## config.mk

```make
export PLATFORM = sky130hd
export DESIGN_NAME = cyclic_and_triggered_average_top
export DESIGN_NICKNAME = d
export VERILOG_FILES = /design/src/hdl/cta_pkg.sv /design/src/hdl/cyclic_and_triggered_average_top.sv /design/src/hdl/cta_front.sv /design/src/hdl/cta_fifo.sv /design/src/hdl/cta_div.sv /design/src/hdl/cta_back.sv
export SDC_FILE = /design/constraint.sdc
export NUM_CORES = 2
export LEC_CHECK = 0
export BUFFER_PORTS_ARGS = -buffer_cell sky130_fd_sc_hd__buf_2
export CAP_MARGIN = 0
export CORE_MARGIN = 3
export CORE_UTILIZATION = 35
export CTS_CLUSTER_SIZE = 20
export DETAILED_ROUTE_END_ITERATION = 8
export PLACE_DENSITY = 0.61
export SLEW_MARGIN = 20
export SYNTH_ARGS = -nofsm -noshare
export SYNTH_HDL_FRONTEND = slang
export SYNTH_HIERARCHICAL = 1
export SYNTH_SLANG_ARGS = --single-unit
```

## constraint.sdc

```tcl
create_clock -name clk -period 24.1 [get_ports clk]
set_clock_uncertainty 0.2 [all_clocks]
set_input_delay 7.23 -clock clk [delete_from_list [all_inputs] [get_ports clk]]
set_output_delay 7.23 -clock clk [all_outputs]
set_load 0.005 [all_outputs]
```

## src/hdl/cta_pkg.sv

```systemverilog
// ----------------------------------------------------------------------------
// cta_pkg
// Shared widths, request codes, queue entry and back-end state type for the
// cyclic and triggered average block.
// ----------------------------------------------------------------------------
package cta_pkg;

  localparam int COUNT_BITS = 24;
  localparam int SUM_W      = 56;
  localparam int DATA_W     = 32;
  localparam int CLEN_W     = 16;
  localparam int DEN_W      = (COUNT_BITS > CLEN_W) ? COUNT_BITS : CLEN_W;

  // radix-4 restoring divider: two quotient bits per cycle
  localparam int DIV_BITS_PER_CYCLE = 2;
  localparam int DIV_STEPS          = SUM_W / DIV_BITS_PER_CYCLE;
  localparam int DIV_CNT_W          = $clog2(DIV_STEPS);

  localparam int FIFO_DEPTH = 2;
  localparam int FIFO_PTR_W = $clog2(FIFO_DEPTH);

  localparam logic REQ_SAMPLE  = 1'b0;
  localparam logic REQ_TRIGGER = 1'b1;

  // one classified item waiting for the divider
  typedef struct packed {
    logic                     avg_en;
    logic                     zero_flag;
    logic                     done;
    logic                     fwd;
    logic signed [SUM_W-1:0]  avg_num;
    logic [COUNT_BITS-1:0]    avg_den;
    logic signed [SUM_W-1:0]  cyc_num;
    logic [CLEN_W-1:0]        cyc_den;
  } job_t;

  typedef enum logic [2:0] {
    B_IDLE,
    B_AVG_START,
    B_AVG_WAIT,
    B_CYC_START,
    B_CYC_WAIT,
    B_OUT
  } back_state_t;

endpackage

```

## src/hdl/cyclic_and_triggered_average_top.sv

```systemverilog
// ----------------------------------------------------------------------------
// cyclic_and_triggered_average_top
// Cyclic and triggered averaging of signed Q16.16 samples.
// ----------------------------------------------------------------------------
// Input stream s_*: tuser[0] is the request kind (0 sample, 1 trigger),
// tdata the sample. Every item gives exactly one result item on m_*.
// cfg_* writes the cycle length; it is always ready and also restarts the
// cycle position. Write it only while the block is idle.
// Samples add into both sums; a trigger answers with the triggered average
// and clears all sums, the count and the position.
// The front takes an item and queues it; the back runs each needed
// division on one shared radix-4 divider: one for a trigger with samples
// or a sample, two for a sample that closes a cycle, none for a trigger
// with no samples. With a ready receiver the back is idle again in the
// cycle after the result is taken and only then takes the next item. The
// divider sets the sustained rate.
// The two-entry job queue keeps taking items while a result waits on a
// stalled receiver; when it fills, s_tready drops. A held result stays
// stable until taken.
// Reset (synchronous, rst high) clears the sums, count, position, cycle
// length and queue; no clearing pass is needed.
// ----------------------------------------------------------------------------
module cyclic_and_triggered_average_top (
  input  logic                            clk,
  input  logic                            rst,
  input  logic                            s_tvalid,
  output logic                            s_tready,
  input  logic [cta_pkg::DATA_W-1:0]      s_tdata,   // [31:0] sample
  input  logic [0:0]                      s_tuser,   // [0] req_type
  output logic                            m_tvalid,
  input  logic                            m_tready,
  output logic [2*cta_pkg::DATA_W-1:0]    m_tdata,   // [31:0] running_average,
                                                     // [63:32] cyclic_mean
  output logic [2:0]                      m_tuser,   // [0] count_was_zero,
                                                     // [1] cyclic_done,
                                                     // [2] forward_average
  input  logic                            cfg_valid,
  output logic                            cfg_ready,
  input  logic [cta_pkg::CLEN_W-1:0]      cfg_data
);
  import cta_pkg::*;

  logic                     q_full, q_empty, q_push, q_pop;
  job_t                     q_in, q_out;
  logic                     div_start, div_done;
  logic signed [SUM_W-1:0]  div_num;
  logic [DEN_W-1:0]         div_den;
  logic signed [DATA_W-1:0] div_quot;

  cta_front u_front (
    .clk       (clk),
    .rst       (rst),
    .s_tvalid  (s_tvalid),
    .s_tready  (s_tready),
    .s_tdata   (s_tdata),
    .s_tuser   (s_tuser),
    .cfg_valid (cfg_valid),
    .cfg_ready (cfg_ready),
    .cfg_data  (cfg_data),
    .q_full    (q_full),
    .q_push    (q_push),
    .q_data    (q_in)
  );

  cta_fifo u_fifo (
    .clk       (clk),
    .rst       (rst),
    .push      (q_push),
    .push_data (q_in),
    .full      (q_full),
    .pop       (q_pop),
    .empty     (q_empty),
    .pop_data  (q_out)
  );

  cta_back u_back (
    .clk       (clk),
    .rst       (rst),
    .q_empty   (q_empty),
    .q_data    (q_out),
    .q_pop     (q_pop),
    .div_start (div_start),
    .div_num   (div_num),
    .div_den   (div_den),
    .div_done  (div_done),
    .div_quot  (div_quot),
    .m_tvalid  (m_tvalid),
    .m_tready  (m_tready),
    .m_tdata   (m_tdata),
    .m_tuser   (m_tuser)
  );

  cta_div u_div (
    .clk   (clk),
    .rst   (rst),
    .start (div_start),
    .num   (div_num),
    .den   (div_den),
    .done  (div_done),
    .quot  (div_quot)
  );

endmodule

```

## src/hdl/cta_front.sv

```systemverilog
// ----------------------------------------------------------------------------
// cta_front
// Accepts items and the cycle length register, keeps the sums, count and
// cycle position, and queues one division job per item.
// ----------------------------------------------------------------------------
module cta_front (
  input  logic                          clk,
  input  logic                          rst,
  input  logic                          s_tvalid,
  output logic                          s_tready,
  input  logic [cta_pkg::DATA_W-1:0]    s_tdata,   // [31:0] sample
  input  logic [0:0]                    s_tuser,   // [0] req_type
  input  logic                          cfg_valid,
  output logic                          cfg_ready,
  input  logic [cta_pkg::CLEN_W-1:0]    cfg_data,
  input  logic                          q_full,
  output logic                          q_push,
  output cta_pkg::job_t                 q_data
);
  import cta_pkg::*;

  logic [CLEN_W-1:0]       cycle_length;
  logic signed [SUM_W-1:0] cyclic_sum, cyclic_sum_next;
  logic signed [SUM_W-1:0] triggered_sum, triggered_sum_next;
  logic [COUNT_BITS-1:0]   triggered_count, triggered_count_next;
  logic [CLEN_W-1:0]       cyclic_position, cyclic_position_next;
  logic                    accept;
  logic [CLEN_W-1:0]       pos_inc;

  function automatic logic signed [SUM_W-1:0] add_sat(
    input logic signed [SUM_W-1:0]  acc,
    input logic signed [DATA_W-1:0] v
  );
    logic [SUM_W:0] r;
    begin
      r = {acc[SUM_W-1], acc} + {{(SUM_W+1-DATA_W){v[DATA_W-1]}}, v};
      if (r[SUM_W] != r[SUM_W-1]) begin
        return r[SUM_W] ? {1'b1, {(SUM_W-1){1'b0}}} : {1'b0, {(SUM_W-1){1'b1}}};
      end
      return r[SUM_W-1:0];
    end
  endfunction

  assign s_tready  = !q_full;
  assign cfg_ready = 1'b1;
  assign accept    = s_tvalid && s_tready;
  assign q_push    = accept;
  assign pos_inc   = cyclic_position + CLEN_W'(1);

  always_comb begin
    cyclic_sum_next      = cyclic_sum;
    triggered_sum_next   = triggered_sum;
    triggered_count_next = triggered_count;
    cyclic_position_next = cyclic_position;
    q_data               = '0;
    q_data.cyc_den       = cycle_length;
    if (s_tuser[0] == REQ_TRIGGER) begin
      q_data.zero_flag     = (triggered_count == '0);
      q_data.avg_en        = (triggered_count != '0);
      q_data.avg_num       = triggered_sum;
      q_data.avg_den       = triggered_count;
      q_data.fwd           = (cycle_length == '0);
      cyclic_sum_next      = '0;
      triggered_sum_next   = '0;
      triggered_count_next = '0;
      cyclic_position_next = '0;
    end else begin
      cyclic_sum_next    = add_sat(cyclic_sum, s_tdata);
      triggered_sum_next = add_sat(triggered_sum, s_tdata);
      if (triggered_count != '1) begin
        triggered_count_next = triggered_count + COUNT_BITS'(1);
      end
      q_data.avg_en  = 1'b1;
      q_data.avg_num = triggered_sum_next;
      q_data.avg_den = triggered_count_next;
      if (cycle_length != '0) begin
        cyclic_position_next = pos_inc;
        if (pos_inc >= cycle_length) begin
          q_data.done          = 1'b1;
          q_data.cyc_num       = cyclic_sum_next;
          cyclic_position_next = '0;
          cyclic_sum_next      = '0;
        end
      end
    end
  end

  always_ff @(posedge clk) begin
    if (rst) begin
      cycle_length    <= '0;
      cyclic_sum      <= '0;
      triggered_sum   <= '0;
      triggered_count <= '0;
      cyclic_position <= '0;
    end else begin
      if (accept) begin
        cyclic_sum      <= cyclic_sum_next;
        triggered_sum   <= triggered_sum_next;
        triggered_count <= triggered_count_next;
        cyclic_position <= cyclic_position_next;
      end
      // register write restarts the cycle position
      if (cfg_valid) begin
        cycle_length    <= cfg_data;
        cyclic_position <= '0;
      end
    end
  end

endmodule

```

## src/hdl/cta_fifo.sv

```systemverilog
// ----------------------------------------------------------------------------
// cta_fifo
// Short job queue between the front and the back; parts their stalls.
// ----------------------------------------------------------------------------
module cta_fifo (
  input  logic           clk,
  input  logic           rst,
  input  logic           push,
  input  cta_pkg::job_t  push_data,
  output logic           full,
  input  logic           pop,
  output logic           empty,
  output cta_pkg::job_t  pop_data
);
  import cta_pkg::*;

  job_t                  mem [FIFO_DEPTH];
  logic [FIFO_PTR_W-1:0] wr_ptr, rd_ptr;
  logic [FIFO_PTR_W:0]   count;
  logic                  do_push, do_pop;

  assign full     = (count == (FIFO_PTR_W+1)'(FIFO_DEPTH));
  assign empty    = (count == '0);
  assign do_push  = push && !full;
  assign do_pop   = pop && !empty;
  assign pop_data = mem[rd_ptr];

  always_ff @(posedge clk) begin
    if (rst) begin
      wr_ptr <= '0;
      rd_ptr <= '0;
      count  <= '0;
    end else begin
      if (do_push) begin
        wr_ptr <= (wr_ptr == FIFO_PTR_W'(FIFO_DEPTH-1)) ? '0 : wr_ptr + FIFO_PTR_W'(1);
      end
      if (do_pop) begin
        rd_ptr <= (rd_ptr == FIFO_PTR_W'(FIFO_DEPTH-1)) ? '0 : rd_ptr + FIFO_PTR_W'(1);
      end
      if (do_push && !do_pop) begin
        count <= count + (FIFO_PTR_W+1)'(1);
      end else if (do_pop && !do_push) begin
        count <= count - (FIFO_PTR_W+1)'(1);
      end
    end
  end

  always_ff @(posedge clk) begin
    if (do_push) begin
      mem[wr_ptr] <= push_data;
    end
  end

endmodule

```

## src/hdl/cta_div.sv

```systemverilog
// ----------------------------------------------------------------------------
// cta_div
// Serial signed divider, 56-bit dividend by positive divisor, two quotient
// bits per cycle, quotient truncated toward zero and saturated to 32 bits.
// ----------------------------------------------------------------------------
module cta_div (
  input  logic                              clk,
  input  logic                              rst,
  input  logic                              start,
  input  logic signed [cta_pkg::SUM_W-1:0]  num,
  input  logic [cta_pkg::DEN_W-1:0]         den,
  output logic                              done,
  output logic signed [cta_pkg::DATA_W-1:0] quot
);
  import cta_pkg::*;

  localparam logic [SUM_W-1:0] POS_LIM = SUM_W'(64'h7FFF_FFFF);
  localparam logic [SUM_W-1:0] NEG_LIM = SUM_W'(64'h8000_0000);

  logic                 busy;
  logic [DIV_CNT_W-1:0] cnt;
  logic [DEN_W-1:0]     rem, rem_next;
  logic [SUM_W-1:0]     qsh, qsh_next;
  logic [DEN_W-1:0]     dsr;
  logic                 neg;
  logic [SUM_W-1:0]     num_u, mag;

  assign num_u = num;
  assign mag   = num_u[SUM_W-1] ? (~num_u + SUM_W'(1)) : num_u;

  always_comb begin
    logic [DEN_W:0]   r_sh;
    logic [DEN_W-1:0] r;
    logic [SUM_W-1:0] q;
    r    = rem;
    q    = qsh;
    r_sh = '0;
    for (int i = 0; i < DIV_BITS_PER_CYCLE; i++) begin
      r_sh = {r, q[SUM_W-1]};
      q    = {q[SUM_W-2:0], 1'b0};
      if (r_sh >= {1'b0, dsr}) begin
        r_sh = r_sh - {1'b0, dsr};
        q[0] = 1'b1;
      end
      r = r_sh[DEN_W-1:0];
    end
    rem_next = r;
    qsh_next = q;
  end

  // qsh holds the quotient magnitude once done is high
  always_comb begin
    if (neg) begin
      quot = (qsh > NEG_LIM) ? DATA_W'(32'h8000_0000) : DATA_W'(~qsh[DATA_W-1:0] + 1'b1);
    end else begin
      quot = (qsh > POS_LIM) ? DATA_W'(32'h7FFF_FFFF) : qsh[DATA_W-1:0];
    end
  end

  always_ff @(posedge clk) begin
    if (rst) begin
      busy <= 1'b0;
      done <= 1'b0;
      cnt  <= '0;
    end else begin
      done <= 1'b0;
      if (start) begin
        busy <= 1'b1;
        cnt  <= '0;
      end else if (busy) begin
        cnt <= cnt + DIV_CNT_W'(1);
        if (cnt == DIV_CNT_W'(DIV_STEPS-1)) begin
          busy <= 1'b0;
          done <= 1'b1;
        end
      end
    end
  end

  always_ff @(posedge clk) begin
    if (start) begin
      neg <= num_u[SUM_W-1];
      qsh <= mag;
      rem <= '0;
      dsr <= den;
    end else if (busy) begin
      rem <= rem_next;
      qsh <= qsh_next;
    end
  end

endmodule

```

## src/hdl/cta_back.sv

```systemverilog
// ----------------------------------------------------------------------------
// cta_back
// Takes queued jobs, runs up to two divisions on the shared divider and
// holds the result item until the receiver takes it.
// ----------------------------------------------------------------------------
module cta_back (
  input  logic                              clk,
  input  logic                              rst,
  input  logic                              q_empty,
  input  cta_pkg::job_t                     q_data,
  output logic                              q_pop,
  output logic                              div_start,
  output logic signed [cta_pkg::SUM_W-1:0]  div_num,
  output logic [cta_pkg::DEN_W-1:0]         div_den,
  input  logic                              div_done,
  input  logic signed [cta_pkg::DATA_W-1:0] div_quot,
  output logic                              m_tvalid,
  input  logic                              m_tready,
  output logic [2*cta_pkg::DATA_W-1:0]      m_tdata,
  output logic [2:0]                        m_tuser
);
  import cta_pkg::*;

  back_state_t              state, state_next;
  job_t                     job;
  logic signed [DATA_W-1:0] avg_q, mean_q;

  always_comb begin
    state_next = state;
    case (state)
      B_IDLE: begin
        if (!q_empty) begin
          if (q_data.avg_en) begin
            state_next = B_AVG_START;
          end else if (q_data.done) begin
            state_next = B_CYC_START;
          end else begin
            state_next = B_OUT;
          end
        end
      end
      B_AVG_START: state_next = B_AVG_WAIT;
      B_AVG_WAIT: begin
        if (div_done) begin
          state_next = job.done ? B_CYC_START : B_OUT;
        end
      end
      B_CYC_START: state_next = B_CYC_WAIT;
      B_CYC_WAIT: begin
        if (div_done) begin
          state_next = B_OUT;
        end
      end
      B_OUT: begin
        if (m_tready) begin
          state_next = B_IDLE;
        end
      end
      default: state_next = B_IDLE;
    endcase
  end

  always_comb begin
    q_pop     = (state == B_IDLE) && !q_empty;
    div_start = (state == B_AVG_START) || (state == B_CYC_START);
    m_tvalid  = (state == B_OUT);
    if (state == B_CYC_START) begin
      div_num = job.cyc_num;
      div_den = DEN_W'(job.cyc_den);
    end else begin
      div_num = job.avg_num;
      div_den = DEN_W'(job.avg_den);
    end
  end

  always_ff @(posedge clk) begin
    if (rst) begin
      state <= B_IDLE;
    end else begin
      state <= state_next;
    end
  end

  always_ff @(posedge clk) begin
    if (q_pop) begin
      job    <= q_data;
      avg_q  <= '0;
      mean_q <= '0;
    end
    if ((state == B_AVG_WAIT) && div_done) begin
      avg_q <= div_quot;
    end
    if ((state == B_CYC_WAIT) && div_done) begin
      mean_q <= div_quot;
    end
  end

  assign m_tdata = {mean_q, avg_q};
  assign m_tuser = {job.fwd, job.done, job.zero_flag};

endmodule

```

# Yosys cells after proc, flatten, opt, wreduce, memory -nomap -nowiden

Memory sizes are Yosys's and may differ from the RTL's. A register that Yosys moved wholly into a read port is not among the register bits.
Index checks and enable logic that the tools add are counted.

Register bits after elaboration: 506
RAM bits: 312
Input port bits: 54
Output and inout bits: 70
Logic and storage cells: 155
Memories: 1

Add/subtract/negate cells: 13
Order comparisons: 5
Equal/unequal tests: 14
Multiplexer cells: 64
Bitwise logic cells: 3
Reductions and logical operators: 29

Memory list:

| name       | depth | width | rd ports | clocked after Yosys merged registers in | wr ports | RTL line       | text |
|---|---|---|---|---|---|---|---|
| u_fifo.mem | 2     | 156   | 1        | 1                                       | 1        | cta_fifo.sv:17 | `job_t mem [FIFO_DEPTH];` |

Operators by type and width:

| kind                                                  | number |
|---|---|
| 2-to-1 mux 56 bit                                     | 17 |
| 2-to-1 mux 32 bit                                     | 6 |
| adder 56 x 32 -> 57 bit                               | 2 |
| 2-to-1 mux 24 bit                                     | 4 |
| 2-to-1 mux 80 bit                                     | 1 |
| 2-to-1 mux 16 bit                                     | 4 |
| adder 56 x 1 -> 56 bit (second input constant)        | 1 |
| > comparator 56 x 31 -> 1 bit (second input constant) | 1 |
| > comparator 56 x 32 -> 1 bit (second input constant) | 1 |
| NOT 56 bit                                            | 1 |
| >= comparator 25 x 24 -> 1 bit                        | 2 |
| subtractor 24 bit                                     | 2 |
| adder 32 x 1 -> 32 bit (second input constant)        | 1 |
| NOT 32 bit                                            | 1 |
| adder 24 x 1 -> 24 bit (second input constant)        | 1 |
| logical NOT 24 bit                                    | 1 |
| != test 24 bit (second input constant)                | 1 |
| nonzero test 24 bit                                   | 1 |
| 2-to-1 mux 1 bit                                      | 22 |
| 2-to-1 mux 3 bit                                      | 7 |
| one-hot mux 3 bit (6 select lines)                    | 1 |
| adder 16 x 1 -> 16 bit (second input constant)        | 1 |
| >= comparator 16 bit                                  | 1 |
| logical NOT 16 bit                                    | 1 |
| other kinds (25)                                      | 47 |

# Logic depth before layout (Yosys ltp)

Depth after elaboration: 8
Depth in mapped cells: 23

# Cells and area by module

Netlist, hierarchy kept.

Modules (own cells, without submodules):

| module    | times used | cells an instance | area an instance (um^2) | sequential area each (um^2) |
|---|---|---|---|---|
| cta_front | 1          | 2222              | 15790.1                 | 3363.2 |
| cta_fifo  | 1          | 510               | 11521.0                 | 9469.1 |
| cta_div   | 1          | 1101              | 9261.4                  | 3052.9 |
| cta_back  | 1          | 416               | 8207.9                  | 6636.4 |

# Least setup slack after synthesis

OpenSTA, ideal clock, no wires.

Path type: register to register
Start: reg u_back.state[2]
End: reg u_fifo.count[1]
Arrival time: 19.322 ns
Data required time: 23.830 ns
Path slack: 4.508 ns
Cell stages (with the launch flop): 7
Period minus slack after synthesis: 19.592 ns
Cell sequence: dfxtp_1 > nor4_1 > o21ai_0 > ha_1 > xor2_1 > or3_1 > a21oi_1

Cells in the longest elaborated chain, start to end: 6
Elaborated cells on any way between the ends: 8

RTL lines:

| item                                                   | RTL line                               | text |
|---|---|---|
| start, declared                                        | cta_back.sv:24                         | `back_state_t state, state_next;` |
| start signal, assigned                                 | cta_back.sv:80                         | `state <= state_next;` |
| logical NOT 3 bit (*)                                  | cta_back.sv:64                         | `q_pop = (state == B_IDLE) && !q_empty;` |
| logical AND 1 bit (*)                                  | cta_back.sv:64                         |  |
| net q_pop                                              | cyclic_and_triggered_average_top.sv:43 | `logic q_full, q_empty, q_push, q_pop;` |
| logical AND 1 bit (*)                                  | cta_fifo.sv:25                         | `assign do_pop = pop && !empty;` |
| logical NOT 1 bit                                      | cta_fifo.sv:40                         | `if (do_push && !do_pop) begin` |
| logical AND 1 bit                                      | cta_fifo.sv:40                         |  |
| 2-to-1 mux 2 bit or nonzero test 2 bit (tied branches) | n/a                                    |  |
| end signal, assigned                                   | cta_fifo.sv:41                         | `count <= count + (FIFO_PTR_W+1)'(1);` |
| end signal, assigned                                   | cta_fifo.sv:43                         | `count <= count - (FIFO_PTR_W+1)'(1);` |
| end, declared                                          | cta_fifo.sv:19                         | `logic [FIFO_PTR_W:0] count;` |

Mark *: on every way through the listed nets, which the timed path passes. The rest lies on a longest branch.
A chain may end at the register's enable or synchronous reset.

==> flow_summary.yaml <==
run_status:
  status: "completed"
die:
  die_w_um: 364
  num_io_pins: 124
  initial_core_util_pct: 35.4
  coreArea_um2: 126000
  dieArea_um2: 132000
  rows: 130
  die_h_um: 364
layout:
  layout.filler_cells: 12200
  layout.nets: 4508
  drive_above_1_share_pct: 13.8
  areaGrowthSynthToFinish_pct: 10.7
logic_synthesis:
  synth_area_leaders: "edfxtp_1 41%, dfxtp_1 9.3%, mux2_2 6.0%"
  synthFlopType: "edfxtp_1"
  synth_top_area_share_pct: 41.0
  yosysSeqAreaShare_pct: 50.3
  synth-edff-count: 612
  netlist_area_um2: 44800
  yosysTopAreaCell: "edfxtp_1"
  avgSynthCellArea_um2: 10.5
  synth_most_common_cell: "edfxtp_1"
  async_flop_share_pct: 0
  yosysUniqueCellTypes: 104
  ys_seq_elements: 819
  synth_cells: 4249
  synth_warnings: 6
  syn-num-nets: 4490
  synth_commonest_cells: "612 x edfxtp_1, 484 x nor2_1, 342 x a21oi_1, 279 x nand2_1, 238 x mux2_2"
cts:
  cts_buffers: 84
  clock-root-buffer: "clkbuf_16"
  clk_path_buf_depth: 3
  cts_hold_buf: 0
  cts_tree: "yes"
  post_cts_buffers: 0
  clkSinkCount: 819
  htreeDepth: 3
  path_clk_slew_ns: 0.06
  clk_latency_ns: 0.68
  ctsResizeCount: 0
sta:
  slew_violations: 0
  setup_viol: 0
  rsz0062_at_grt: "no"
  hold_viol_final: 0
  fmax_ghz: 0.0874
  period_share_pct: 47.5
  finalHoldWorstSlack_ns: 0.259
  max_slew_margin_pct: 28.0
  period_minus_slack_ns: 11.45
  tightest_slew_ns: 1.08
  fin_setup_tns_ns: 0
setup_path:
  reg2reg_to: "u_div/rem[0]$_SDFFE_PP0P_"
  endpoint_kind: "register"
  slowest_stage: "xor2_4"
  r2r-start: "u_div/dsr[10]$_DFFE_PP_"
  required_ns: 24.27
  critPathKind: "primary input to register"
  startpoint: "s_tdata[31]"
  start_kind: "primary input"
  cp.depth: 14
  r2r_cells: 20
  crit_path_end: "u_fifo/mem[0][150]$_DFFE_PP_"
  critical_path.max_stage_delay_ns: 0.60
  worstPathArrival_ns: 11.62
  crit_fanout: 50
  worstPathCellList: "buf_2, buf_4, ha_1, a21oi_1, o21ai_0, a221oi_1, o31ai_1, a211oi_1, o31a_4, xor2_4, nor2_1, nor2_1, buf_4, o21ai_0"
  reg2reg_slack_ns: 17.50
  path_buf_inv: 3
  crit_family: "compound AO/OA/AOI/OAI gates"
global_route:
  first_global_vias: 31400
  antenna_found_initial: 17
  grt_overflow: 0
  grt_pass1_wl_mm: 183
  grt_start_max_net_pins: 108
  grt_util_all_layers_pct: 17.5
placed_design:
  port-buffer-count: 122
  place.gp.congestion: 0.914
  dp_hpwl_mm: 83.5
detailed_routing:
  drt-wirelength-per-cell_um: 19.6
  met2_length_mm: 51.6
  drt_iter0_markers: 2484
  wl_met3_mm: 6.92
  dr.max_layer_used: "met5"
  final_antenna_net_count: 0
  drt-met1-wl_mm: 55.5
  vias: 32700
  drt-total-wl_mm: 117
  first_pass_iters: 5
  drcViolationCount: 0
  viasPerCell: 5.47
power_and_ir_drop:
  leakage_nw: 18.5
  max-vdd-ir-drop_uv: 89.8
  power_density_nw_per_um2: 123
worst_hold_path:
  hp-class: "register to register"
run:
  maxCapViolCount: 0
==> area by class of cell <==
| cell class | instances | area [um^2] | area share (%) |
|---|---|---|---|
| tap | 1650 | 2060 | 4.16 |
| antenna | 2 | 5.00 | 0.0101 |
| clock inverter | 54 | 722 | 1.46 |
| inverter | 115 | 437 | 0.880 |
| timing repair buffer | 162 | 916 | 1.85 |
| clock buffer | 101 | 2190 | 4.41 |
| sequential | 819 | 22500 | 45.4 |
| multi-input combinational | 3085 | 20700 | 41.8 |
==> routing by layer <==
metal	vias to the layer above	GRT usage [%]
met5	-	0
met4	4	5.08
met3	176	2.40
met2	949	27.1
met1	15800	25.4
li1	15800	-
==> registers in the layout, summed over array words and instances (netlist names), 2 cells and up, named ones only <==
| name | count |
|---|---|
| u_front/triggered_count | 24 |
| u_back/avg_q | 32 |
| u_back/state | 3 |
| u_fifo/mem | 312 |
| u_back/m_tuser | 3 |
| u_div/dsr | 24 |
| u_front/cyclic_position | 16 |
| u_div/qsh | 56 |
| u_front/cycle_length | 16 |
| u_front/triggered_sum | 56 |
| u_back/mean_q | 32 |
| u_fifo/count | 2 |
| u_div/rem | 24 |
| u_front/cyclic_sum | 56 |
| u_back/job | 152 |
| u_div/cnt | 5 |
==> placed cells by master, fill, tap and decap left out, drive strengths merged, types with 27 or more instances in the layout <==
cell type,n
a211oi,64
a21o,90
a21oi,343
a31oi,37
and2,86
and3,28
buf,162
clkbuf,101
clkinv,32
dfxtp,207
edfxtp,612
ha,183
inv,119
mux2,239
mux2i,42
nand2,279
nand3,85
nand4,66
nor2,485
nor3,69
nor4,38
o21a,30
o21ai,244
o21bai,27
o31ai,32
or3,45
xnor2,90
xor2,140
==> cell families after synthesis <==
kind of cell	share of synthesized area, %
DFF	50.3
xor gates and xnor gates	4.54
other	0.00837
muxes	6.95
and+or+nand+nor	14.1
buffers and inverters	3.50
AOI/OAI and AO/OA	15.3
adders and majority gates	5.36
==> tightest hold or removal path: cells and delay by family, from the launching register on <==
kind	cells	cell delay, ns
flops	1	0.31
simple gates	1	0.05
compound gates	1	0.05
==> through the flow <==
step	cells	worst slack (ns)	power [mW]	instance area [um^2]	utilization (%)
6_report	5988	12.65	6.11	49600	39.2
5_1_grt	5987	12.24	6.52	49600	39.2
4_1_cts	5986	12.69	6.15	49600	39.2
3_5_place_dp	5831	11.98	4.75	46700	36.9
3_3_place_gp	5831	12.04	4.72	46700	36.9
2_1_floorplan	4249	4.51	4.14	44800	-
==> how the worst min path moves through the flow <==
stage,end,from,cells past startpoint
after floorplan,u_front/cyclic_sum[0]$_SDFFE_PP0P_,u_front/cyclic_sum[0]$_SDFFE_PP0P_,2
after global placement,u_front/cyclic_sum[16]$_SDFFE_PP0P_,u_front/cyclic_sum[16]$_SDFFE_PP0P_,2
after detailed placement,u_front/cyclic_sum[22]$_SDFFE_PP0P_,u_front/cyclic_sum[22]$_SDFFE_PP0P_,2
after CTS,u_front/cyclic_sum[22]$_SDFFE_PP0P_,u_front/cyclic_sum[22]$_SDFFE_PP0P_,2
after global routing,u_front/cyclic_sum[45]$_SDFFE_PP0P_,u_front/cyclic_sum[45]$_SDFFE_PP0P_,2
final,u_front/cyclic_sum[22]$_SDFFE_PP0P_,u_front/cyclic_sum[22]$_SDFFE_PP0P_,2
==> power by group <==
part,switching (mW),internal (mW)
Combinational,1.58,0.941
Sequential,0.173,2.04
Clock,0.565,0.807
Total,2.32,3.79
No activity file was read; power rests on OpenSTA's default activity.
